--- src/hdl/msk_pkg.sv ---
// Package with the shared types and codes of the min-tracking stack.
`timescale 1ns / 1ps
`default_nettype none

package msk_pkg;

  localparam int STACK_DEPTH_DEFAULT = 64;

  localparam int VALUE_W = 32;
  localparam int COUNT_OUT_W = 7;

  localparam logic [1:0] OP_PUSH = 2'd0;
  localparam logic [1:0] OP_POP  = 2'd1;
  localparam logic [1:0] OP_READ = 2'd2;

  localparam logic [1:0] ST_OK    = 2'd0;
  localparam logic [1:0] ST_FULL  = 2'd1;
  localparam logic [1:0] ST_EMPTY = 2'd2;

  // One stack entry: the pushed value and the minimum of the stack at that push.
  typedef struct packed {
    logic [VALUE_W-1:0] value;
    logic [VALUE_W-1:0] minimum;
  } entry_t;

  // Shift controls that all cells share.
  typedef struct packed {
    logic push;
    logic pop;
  } shift_ctl_t;

endpackage

`default_nettype wire

--- src/hdl/msk_cell.sv ---
// One cell of the shifting stack: holds one entry and moves it with its neighbors.
`timescale 1ns / 1ps
`default_nettype none

module msk_cell (
  input  wire logic               clk,
  input  wire msk_pkg::shift_ctl_t ctl,
  input  wire msk_pkg::entry_t    from_above,
  input  wire msk_pkg::entry_t    from_below,
  output msk_pkg::entry_t         entry
);

  msk_pkg::entry_t entry_r;
  msk_pkg::entry_t entry_nxt;

  // A push moves every entry one cell deeper; a pop moves every entry one cell up.
  always_comb begin
    entry_nxt = entry_r;
    unique if (ctl.push) begin
      entry_nxt = from_above;
    end else if (ctl.pop) begin
      entry_nxt = from_below;
    end else begin
      entry_nxt = entry_r;
    end
  end

  always_ff @(posedge clk) begin
    entry_r <= entry_nxt;
  end

  assign entry = entry_r;

endmodule

`default_nettype wire

--- config.mk ---
export PLATFORM = sky130hd
export DESIGN_NAME = msk_cell
export DESIGN_NICKNAME = d
export VERILOG_FILES = /design/src/hdl/msk_pkg.sv /design/src/hdl/msk_cell.sv
export SDC_FILE = /design/constraint.sdc
export NUM_CORES = 1
export LEC_CHECK = 0
export ABC_AREA = 1
export BUFFER_PORTS_ARGS = -buffer_cell sky130_fd_sc_hd__buf_2
export CAP_MARGIN = 25
export CORE_ASPECT_RATIO = 0.7
export CORE_UTILIZATION = 42
export CTS_BUF_LIST = sky130_fd_sc_hd__clkbuf_8
export DETAILED_ROUTE_END_ITERATION = 8
export GPL_TIMING_DRIVEN = 1
export PLACE_DENSITY = 0.81
export SYNTH_ARGS = -nofsm -noshare
export SYNTH_HDL_FRONTEND = slang
export SYNTH_SLANG_ARGS = --single-unit
--- constraint.sdc ---
create_clock -name clk -period 2.4 [get_ports clk]
set_clock_uncertainty 0.05 [all_clocks]
set_input_delay 0.72 -clock clk [delete_from_list [all_inputs] [get_ports clk]]
set_output_delay 0.72 -clock clk [all_outputs]
set_load 0.01 [all_outputs]
* Yosys cells after proc, flatten, opt, wreduce, memory -nomap -nowiden
Cells that the tools add are included.
** Word-level totals
- Logic and storage cells :: 5
- Bits of input ports :: 131
- Bits in registers :: 64
- Output and inout bits :: 64
** Operators by class
- Reduce and logical (&&, ||, !) cells :: 1
- Mux-type cells :: 2
** Operator list (count)
- $mux 64 :: 2
- $reduce_bool 2->1 :: 1

* Longest topological paths before layout
- Depth after elaboration :: 2
- Depth in mapped cells :: 4
- Mapped depth without buffers :: 3

* Worst setup path after synthesis
Ideal clock, no wire load.
- Path kind :: input to register
- Start :: input port ctl[1] (netlist bit)
- End :: register entry_r, in the netlist entry[0] (enable)
- Library setup time :: 0.394 ns
- Buffers on the path :: 1
- Stages on the path :: 2
- Setup slack :: 0.269 ns
- Data arrival time :: 1.687 ns
- Cell sequence :: buf_6 -> or2_2
** On the way
- Cells in the longest elaborated chain, start to end :: 1
** Ends and longest elaborated chain
- from (decl) :: RTL line msk_cell.sv:7 : input wire msk_pkg::shift_ctl_t ctl,
- $reduce_bool 2->1 (no source line)
- to (signal assigned) :: RTL line msk_cell.sv:29 : entry_r <= entry_nxt;
- to (decl) :: RTL line msk_cell.sv:13 : msk_pkg::entry_t entry_r;
Every way passes these cells.
A chain may end at the register's enable or synchronous reset.

* Final worst setup path
- Start :: input port ctl[1] (netlist bit)
- End :: register entry_r, in the netlist entry[63] (enable)
The elaborated chain is that of the path after synthesis.

==> impl_summary.md <==
Final layout
The flip-flop count of the largest register, all copies and words added is 64. For this run, the post-layout net count is 597. In the final layout, the share of cells above drive strength 1 is 45.0%. The final cell count without fillers is 547. Leaving out fill and tap cells, the most frequent cell in the layout is sky130_fd_sc_hd__buf_2. The filler cells instantiated in the layout total 507. The layout overhead on the synthesized area is 43.1%.

The antenna diode count is 0. Leaving out fill and tap cells, the most frequent cells in the layout are 194 x sky130_fd_sc_hd__buf_2, 192 x sky130_fd_sc_hd__nand2_1, 64 x sky130_fd_sc_hd__edfxtp_1.

Synthesis
Sequential cells were found to cover 69.8% of the synthesized design area. The library cell occupying the most area in the post-synthesis netlist is sky130_fd_sc_hd__edfxtp_1. Synthesis produced 271 cells. The flip-flop and latch count after synthesis is 64.

Yosys printed 0 warnings. The mean cell area of the mapped netlist is 10.2 sq um. The synthesized design devotes to its leading area cell type 69.8% of total area.

In the post-synthesis netlist, the biggest area contributors are sky130_fd_sc_hd__edfxtp_1 70%, sky130_fd_sc_hd__nand2_1 26%, sky130_fd_sc_hd__buf_6 2.5%, sky130_fd_sc_hd__buf_2 1.3%, sky130_fd_sc_hd__or2_2 0.23%. The number of nets handed over by synthesis was 402. The unique cell type count in the Yosys netlist is 6. The post-synthesis cell area is 2760 sq um.

Timing
The part of the cycle the worst path needs is 69.5%. The measured slew at the worst slew-check pin is 0.633 ns. Setup repair after global routing left no endpoint under its margin. Derived from the worst setup path, the maximum achievable clock frequency is 599 MHz. For the finished layout, the period the worst path requires is 1.67 ns. After routing, the total negative slack on setup checks comes to 0 ns.

The final setup violation count is 0. The number of endpoints with negative hold slack in the final report came to 0. The number of pins exceeding their max-slew limit in the final report was 0.

Measured against its own limit, the worst slew margin works out to 57.8%.

Global routing
The number of global-route vias before repair is 2392. The total overflow left after global routing is 0. The initial antenna violation count is 0. For this run, the total global-route usage over all layers was measured as 21.3%. The first global-routing pass estimated 11.1 mm of wire.

Entering global routing, the biggest net connects 65 pins.

Status
The run finished with clean final reports.

Floorplan
For this design the top-level I/O count stands at 195. Row generation in the floorplan step produced 24 rows. Measured along the y axis, the die boundary spans 69.8 microns.

The die covers 6890 sq um. The core outline area is 6280 sq um. Once the floorplan was initialized, standard cells occupied 43.9% of the core. The overall die width is 98.8 microns.

Placed design
Counting tap cells, the placed design contains a total of 532 instances. The count of buffers inserted at the top-level ports is 194. Detailed placement finished with a half-perimeter wire length of 5.10 mm. At the end of routability-driven placement, the weighted congestion stood at 0.723.

Critical path
Of all nets on the critical path, the largest fanout is 46. The data required time at the worst endpoint is 2.35 ns. At the worst endpoint, the arrival time is 1.62 ns.

STA classifies the critical path startpoint as an input port. STA classifies the critical path endpoint as a register. The worst setup path is of the in -> reg kind.

Route
The mean number of vias per cell is 4.59. In this run, the number of DRC markers left after iteration 0 of detailed routing was 126. The mean routed wirelength per cell is 13.2 microns. After detailed routing, the total wire length is 7.22 mm. The number of DRC violations after detailed routing is 0. The total number of vias is 2511. The first detailed-routing pass ran for 4 iterations. The count of antenna-violating nets left after detailed routing is 0.

Clock tree
The number of sinks driven by the clock tree is 64. The clock transition time at the flip-flop clock pins of the worst setup and hold paths is 0.07 ns. The total CTS buffers is 9. After clock tree synthesis, the repair step resized 0 gates. The number of hold buffers added after CTS was 0. The cell sitting at the root of the clock tree is a sky130_fd_sc_hd__clkbuf_8. TritonCTS built the clock tree. The buffers inserted during post-CTS setup optimization is 0. CTS built an H-tree with a depth of 3. The maximum clock path buffer count is 2.

Power and ir drop
The leakage power is 0.00211 uW. The switching power summed over all nets is 654 uW. Per report_power, the clock group accounts for 31.3% of the total.

The internal power of the cells totals 2030 uW. Net switching is 24.4% of the power. IR analysis of the VDD net gives a maximum drop of 0.376 mV. The share of total power dissipated in sequential elements is 52.3%. Per report_power, the combinational group accounts for 16.4% of the total.

The ratio of total power to cell area is 680 nW/um^2.

Run
The max-cap violation count is 0.

Worst hold path
The tightest min-delay check is of the in -> reg type.
## per-stage QoR
stage | util, % | setup WS, ns | area, sq um | power [uW] | hold slack, ns
after floorplan | - | 0.269 | 2760 | 1620 | 0.849
after global placement | 59.7 | 0.419 | 3750 | 1850 | 0.931
after detailed placement | 59.7 | 0.310 | 3750 | 1870 | 0.936
after CTS | 62.5 | 0.658 | 3920 | 2710 | 0.586
after global routing | 62.8 | 0.684 | 3940 | 2810 | 0.586
final | 62.8 | 0.731 | 3940 | 2680 | 0.608
## area by class of cell
type	count	area [sq um]	share of cell area, %
flip-flops and latches	64	1920	48.7
repair buffers	197	1020	25.8
multi-input cells	193	727	18.4
clock buffers	9	124	3.14
well taps	78	97.6	2.48
clock inverters	5	50.0	1.27
inverters	1	3.75	0.0952
## power groups by stage
stage	sequential, uW	combinational (uW)	clock, uW
floorplan	1500	124	0
global placement	1420	430	0
detailed placement	1430	440	0
CTS	1400	441	862
global route	1420	482	909
finish	1400	439	841
## per-layer routing
metal	vias up	wire length, microns	track usage [%]	share of wire, %
li1	1256	-	-	-
met1	1133	2830	24.0	39
met2	118	3710	37.7	51
met3	4	620	8.57	8.6
met4	0	55	5.14	0.76
met5	-	0	0	0
## cells by family after synthesis
group / after synthesis / synth area share [%]
and+or+nand+nor: 193 / 26.4
DFF: 64 / 69.8
buffers and inverters: 14 / 3.86
## Yosys cell counts
library cell / count
sky130_fd_sc_hd__buf_2: 7
sky130_fd_sc_hd__buf_6: 6
sky130_fd_sc_hd__edfxtp_1: 64
sky130_fd_sc_hd__inv_2: 1
sky130_fd_sc_hd__nand2_1: 192
sky130_fd_sc_hd__or2_2: 1
## critical path: stages
cell and delay (ns):
sky130_fd_sc_hd__buf_2 0.11, sky130_fd_sc_hd__or2_2 0.44, sky130_fd_sc_hd__buf_12 0.33
## final timing paths
kind,from,end,slack (ns),cells past startpoint
setup / recovery,ctl[1],entry[63],0.73,3
hold / removal,from_below[60],entry[60],0.61,3
(Power assumes the default switching activity.)
